## config.mk

```make
export PLATFORM = sky130hd
export DESIGN_NAME = binomial_noise_sampler
export DESIGN_NICKNAME = d
export VERILOG_FILES = /design/src/hdl/bns_pkg.sv /design/src/hdl/bns_pipe_reg.sv /design/src/hdl/bns_coef_core.sv /design/src/hdl/binomial_noise_sampler.sv
export SDC_FILE = /design/constraint.sdc
export NUM_CORES = 1
export LEC_CHECK = 0
export BUFFER_PORTS_ARGS = -buffer_cell sky130_fd_sc_hd__buf_4
export CORE_MARGIN = 2
export CORE_UTILIZATION = 45
export DETAILED_ROUTE_END_ITERATION = 12
export PLACE_DENSITY = 0.66
export SYNTH_ARGS = -nofsm -noshare
export SYNTH_HDL_FRONTEND = slang
export SYNTH_SLANG_ARGS = --single-unit
```

## constraint.sdc

```tcl
create_clock -name clk -period 3.3 [get_ports clk]
set_input_delay 0.33 -clock clk [delete_from_list [all_inputs] [get_ports clk]]
set_output_delay 0.33 -clock clk [all_outputs]
set_load 0.05 [all_outputs]
```

## src/hdl/bns_pkg.sv

```systemverilog
// Shared types and constants for the binomial noise sampler.
// Used by the coefficient datapath and the top level; no dependencies.
package bns_pkg;

  localparam int WORD_W     = 32;
  localparam int COEF_W     = 3;
  localparam int COEF_NUM   = 8;
  localparam int COEF_VEC_W = COEF_W * COEF_NUM;
  localparam int MODE_W     = 2;

  typedef enum logic [MODE_W-1:0] {
    MODE_MBIN3 = 2'd0,  // mask b0&b1, signs b2
    MODE_CBD2  = 2'd1,  // centered binomial, eta 2
    MODE_MBIN4 = 2'd2,  // mask b0&(b1|b2), signs b3
    MODE_RSVD  = 2'd3   // all coefficients zero
  } mode_t;

  localparam mode_t MODE_RESET = MODE_CBD2;

  typedef logic signed [COEF_W-1:0] coef_t;

  localparam coef_t COEF_ZERO = 3'sd0;
  localparam coef_t COEF_POS  = 3'sd1;
  localparam coef_t COEF_NEG  = -3'sd1;

  // Masked-sign rule of the modified modes.
  function automatic coef_t masked_sign(input logic mask_bit, input logic sign_bit);
    coef_t v;
    if (!mask_bit) begin
      v = COEF_ZERO;
    end else if (sign_bit) begin
      v = COEF_POS;
    end else begin
      v = COEF_NEG;
    end
    return v;
  endfunction

endpackage

```

## src/hdl/bns_pipe_reg.sv

```systemverilog
// One register stage with valid/ready flow control.
// Accepts a new request whenever it is empty or its content leaves this cycle.
module bns_pipe_reg #(
  parameter int W = 8
) (
  input  logic         clk,
  input  logic         rst_n,
  input  logic         up_valid,
  output logic         up_ready,
  input  logic [W-1:0] up_data,
  output logic         dn_valid,
  input  logic         dn_ready,
  output logic [W-1:0] dn_data
);

  logic         valid_r;
  logic [W-1:0] data_r;

  assign up_ready = !valid_r || dn_ready;
  assign dn_valid = valid_r;
  assign dn_data  = data_r;

  always_ff @(posedge clk) begin
    if (!rst_n) begin
      valid_r <= 1'b0;
    end else if (up_ready) begin
      valid_r <= up_valid;
    end
  end

  always_ff @(posedge clk) begin
    if (up_ready && up_valid) begin
      data_r <= up_data;
    end
  end

endmodule

```

## src/hdl/bns_coef_core.sv

```systemverilog
// Combinational coefficient datapath: one random word to eight coefficients.
// Depends on bns_pkg for the mode codes and coefficient type.
module bns_coef_core import bns_pkg::*; (
  input  mode_t                  mode,
  input  logic [WORD_W-1:0]      word,
  output logic [COEF_VEC_W-1:0]  coefs   // coef_0 in lowest bits .. coef_7
);

  logic [7:0] b0, b1, b2, b3;
  logic [7:0] mask3, mask4;

  assign b0    = word[7:0];
  assign b1    = word[15:8];
  assign b2    = word[23:16];
  assign b3    = word[31:24];
  assign mask3 = b0 & b1;
  assign mask4 = b0 & (b1 | b2);

  for (genvar j = 0; j < COEF_NUM; j++) begin : g_lane
    logic [1:0] pos_cnt, neg_cnt;
    coef_t      cbd_v;
    coef_t      v;

    assign pos_cnt = {1'b0, word[4*j]}   + {1'b0, word[4*j+1]};
    assign neg_cnt = {1'b0, word[4*j+2]} + {1'b0, word[4*j+3]};
    assign cbd_v   = coef_t'({1'b0, pos_cnt}) - coef_t'({1'b0, neg_cnt});

    always_comb begin
      unique case (mode)
        MODE_MBIN3: v = masked_sign(mask3[j], b2[j]);
        MODE_CBD2:  v = cbd_v;
        MODE_MBIN4: v = masked_sign(mask4[j], b3[j]);
        default:    v = COEF_ZERO;
      endcase
    end

    assign coefs[j*COEF_W +: COEF_W] = v;
  end

endmodule

```

## src/hdl/binomial_noise_sampler.sv

```systemverilog
// Binomial noise sampler: each 32-bit random word becomes eight signed coefficients in
// -2..2 (mode 1, centered binomial) or -1..1 (modes 0 and 2, masked sign); mode 3 gives
// zeros. One word is taken every cycle while out_tready is high; there is one input
// register and one result register, with the sampling logic between them. The mode
// register is captured with each word, so change it only while the pipeline is empty.
module binomial_noise_sampler import bns_pkg::*; (
  input  logic                   clk,
  input  logic                   rst_n,
  input  logic                   cfg_we,
  input  logic [MODE_W-1:0]      cfg_wdata,      // sample_mode
  input  logic                   in_tvalid,
  output logic                   in_tready,
  input  logic [WORD_W-1:0]      in_tdata,       // random_word
  output logic                   out_tvalid,
  input  logic                   out_tready,
  output logic [COEF_VEC_W-1:0]  out_tdata       // coef_0 [2:0], coef_1 .. coef_7 [23:21]
);

  localparam int S1_W = MODE_W + WORD_W;

  mode_t                  mode_r;
  logic                   s1_valid, s1_ready;
  logic [S1_W-1:0]        s1_data;
  mode_t                  s1_mode;
  logic [WORD_W-1:0]      s1_word;
  logic [COEF_VEC_W-1:0]  s1_coefs;

  always_ff @(posedge clk) begin
    if (!rst_n) begin
      mode_r <= MODE_RESET;
    end else if (cfg_we) begin
      mode_r <= mode_t'(cfg_wdata);
    end
  end

  bns_pipe_reg #(.W(S1_W)) u_in_reg (
    .clk      (clk),
    .rst_n    (rst_n),
    .up_valid (in_tvalid),
    .up_ready (in_tready),
    .up_data  ({mode_r, in_tdata}),
    .dn_valid (s1_valid),
    .dn_ready (s1_ready),
    .dn_data  (s1_data)
  );

  assign s1_mode = mode_t'(s1_data[S1_W-1 -: MODE_W]);
  assign s1_word = s1_data[WORD_W-1:0];

  bns_coef_core u_core (
    .mode  (s1_mode),
    .word  (s1_word),
    .coefs (s1_coefs)
  );

  bns_pipe_reg #(.W(COEF_VEC_W)) u_out_reg (
    .clk      (clk),
    .rst_n    (rst_n),
    .up_valid (s1_valid),
    .up_ready (s1_ready),
    .up_data  (s1_coefs),
    .dn_valid (out_tvalid),
    .dn_ready (out_tready),
    .dn_data  (out_tdata)
  );

`ifndef SYNTHESIS
  // Reserved mode must produce an all-zero result.
  a_rsvd_zero: assert property (@(posedge clk) disable iff (!rst_n)
    s1_valid && s1_ready && s1_mode == MODE_RSVD |=> out_tdata == '0)
    else $error("reserved mode gave nonzero coefficients");

  for (genvar j = 0; j < COEF_NUM; j++) begin : g_chk
    // Masked-sign modes never reach magnitude two.
    a_small: assert property (@(posedge clk) disable iff (!rst_n)
      s1_valid && s1_ready && s1_mode != MODE_CBD2
      |=> out_tdata[j*COEF_W +: COEF_W] != 3'b010
          && out_tdata[j*COEF_W +: COEF_W] != 3'b110)
      else $error("masked-sign coefficient out of -1..1");
    // No mode gives 3, -3 or -4.
    a_range: assert property (@(posedge clk) disable iff (!rst_n)
      out_tvalid |-> out_tdata[j*COEF_W +: COEF_W] != 3'b011
                  && out_tdata[j*COEF_W +: COEF_W] != 3'b101
                  && out_tdata[j*COEF_W +: COEF_W] != 3'b100)
      else $error("coefficient out of -2..2");
  end

  // With the result side empty, a new request is always taken.
  a_no_bubble: assert property (@(posedge clk) disable iff (!rst_n)
    !out_tvalid |-> in_tready)
    else $error("input stalled with empty result register");
`endif

endmodule
```

==> flow_summary.toml <==
[floorplanning]
initial_core_util = 0.458
core_area_sq_um = 6240
die_w_um = 83.7
io_pins = 65
rows = 29
die-area_sq_um = 7010
fp.dieH_um = 83.7

[yosys]
ys_seq_area_frac = 0.637
synth_top_area_cell = "edfxtp_1"
synth_top_area_frac = 0.609
yosys.area_share.simple = 0.0437
syn_inst = 192
synth_cell_types = 23
synth-compound-area-share = 0.0945
yosys_warnings = 0
synth_mux_area_frac = 0.0411
synth_top_family_by_area = "adder cells"
syn_avg_cell_area_sq_um = 14.9
synth_seq_cells = 62
synthesis.area_sq_um = 2860
synthXorXnorAreaFrac = 0
syn_nets = 255
yosys.area_share.adder = 0.126
synth.area.top_cells = "edfxtp_1, ha_1, fa_1"

[grt]
grt_use_met1 = 0.211
top_usage_layer = "met2"
grt_use_total = 0.165
antenna_found_initial = 0
gr-usage-met2 = 0.261
use_met3 = 0.0336
grt_pass1_vias = 1755
grt_start_max_net_pins = 35
grt-ovfl-total = 0
grt_pass1_wl_um = 8720

[layout]
layout-drive-gt1-share = 0.322
layout_commonest_cell = "buf_4"
insertedDiodeCount = 0
fillCellCount = 542
nets = 326
area_delta_synth_final_pct = 24.6
final_cell_mix = "buf_4, edfxtp_1, inv_1"

[worst_hold_path]
hold_class = "input port to flip-flop"
min_from = "in_tdata[31]"

[cts]
clockBufferDepth = 2
cts_max_level = 3
worstSkewPairLatency_ns = 0.34
clock_sinks = 62
path_clk_slew_ns = 0.07
cts_buffers = 9
cts_resized = 0
cts_root_buffer = "clkbuf_8"
postCtsSetupRepairBufs = 0
cts_hold_buf = 0
cts_tree = "done"

[sta]
setup_violations = 0
max_freq_mhz = 506
tns_ns = 0
slew_headroom = 0.285
worst_slew_pin_slew_ns = 1.07
slew_viol_final = 0
fin_crit_sh = 0.599
whs_ns = 0.168
finalHoldViolations = 0
fin_skew_ns = 0.00687
min_period_ns = 1.98
rsz0062_at_grt = "false"

[worst_setup_path]
critPathArrivalTime_ns = 2.02
path_class = "flip-flop to flip-flop"
r2r_start = "u_in_reg.dn_data[33]"
startpoint_type = "flip-flop"
endpoint_kind = "flip-flop"
critPathRequiredTime_ns = 3.35
crit_start = "u_in_reg.dn_data[33]"
path_max_fanout = 18

[place]
dp_hpwl_um = 3800
io_buffers = 64
gp_congestion = 0.754

[detailed_routing]
via_per_inst = 5.14
dr.first_iter.drc_count = 151
routed-via-count = 1768
route.detailed.drc = 0
routed_wl_um = 5240
dr.pass1.iters = 4
antenna_left = 0
wire_per_inst_um = 15.2

[power_and_ir_drop]
leakagePower_nw = 1.46
power.density_nw_per_um2 = 500
ir_drop_v = 0.000278

[flow_run]
maxCapViolCount = 0

[outcome]
status = "finished clean"
[sequential cells by signal, summed over array words and instances, names as in the netlist]
signal,count
mode_r,2
u_in_reg.dn_data,34
u_in_reg.dn_valid,1
u_out_reg.dn_data,24
u_out_reg.dn_valid,1
[where the power goes]
part	internal [mW]	switching (mW)	total, mW
Combinational	0.123	0.171	0.294
Sequential	0.924	0.0346	0.958
Clock	0.263	0.269	0.532
[metal layers]
layer	vias to the layer above	routed length [um]
met5	-	0
met4	0	142
met3	17	337
met2	71	2550
met1	835	2210
li1	845	-
[final cells by class]
class                   count  area (sq um)  share of cell area
well taps                  77          96.3              0.0270
clock inverters             3          12.5             0.00351
multi-input cells          92           887               0.249
inverters                  33           124              0.0347
repair buffers             65           488               0.137
flip-flops and latches     62          1820               0.511
clock buffers              12           135              0.0379
[synth_stat cells]
cell / instances
a21oi_1: 9
dfxtp_1: 4
and2b_2: 1
o2bb2ai_1: 8
nand2_1: 1
nor2b_1: 3
inv_1: 33
buf_2: 2
o21a_1: 1
buf_8: 1
o32ai_1: 16
nand3b_1: 1
mux2i_1: 2
mux2_4: 2
nand2b_1: 9
clkbuf_2: 1
a21boi_0: 1
edfxtp_1: 58
fa_1: 8
mux2_2: 6
nor2_1: 8
buf_6: 1
ha_1: 16
[path summary, 6_finish.rpt]
check,to,slack [ns],cells past startpoint
max,u_out_reg.dn_data[19],1.32,2
min,u_in_reg.dn_data[31],0.17,1
max reg2reg,u_out_reg.dn_data[19],1.32,2
min reg2reg,u_in_reg.dn_data[33],0.43,0
[cell families (layout without fill, tap and decap cells)]
family | count (synthesis) | in the layout
AO/OA/AOI/OAI | 35 | 35
adder cells (fa/ha/maj) | 24 | 24
buffers and inverters | 38 | 113
flip-flops | 62 | 62
multiplexers | 10 | 10
AND/OR/NAND/NOR | 23 | 23
[critical path, stage by stage (launching register included)]
cell and delay, ns:
edfxtp_1 0.81, nand2b_1 0.64, o32ai_1 0.22
[stage by stage]
stage / utilization / total power [mW] / instance area [sq um] / setup slack (ns) / std cells
2_1_floorplan: - / 1.16 / 2860 / 0.453 / 192
3_3_place_gp: 0.548 / 1.26 / 3420 / 1.43 / 329
3_5_place_dp: 0.548 / 1.27 / 3420 / 1.32 / 329
4_1_cts: 0.571 / 1.80 / 3560 / 1.32 / 344
5_1_grt: 0.571 / 1.87 / 3560 / 1.20 / 344
6_report: 0.571 / 1.78 / 3560 / 1.32 / 344
No activity file was read; power rests on OpenSTA's default activity.
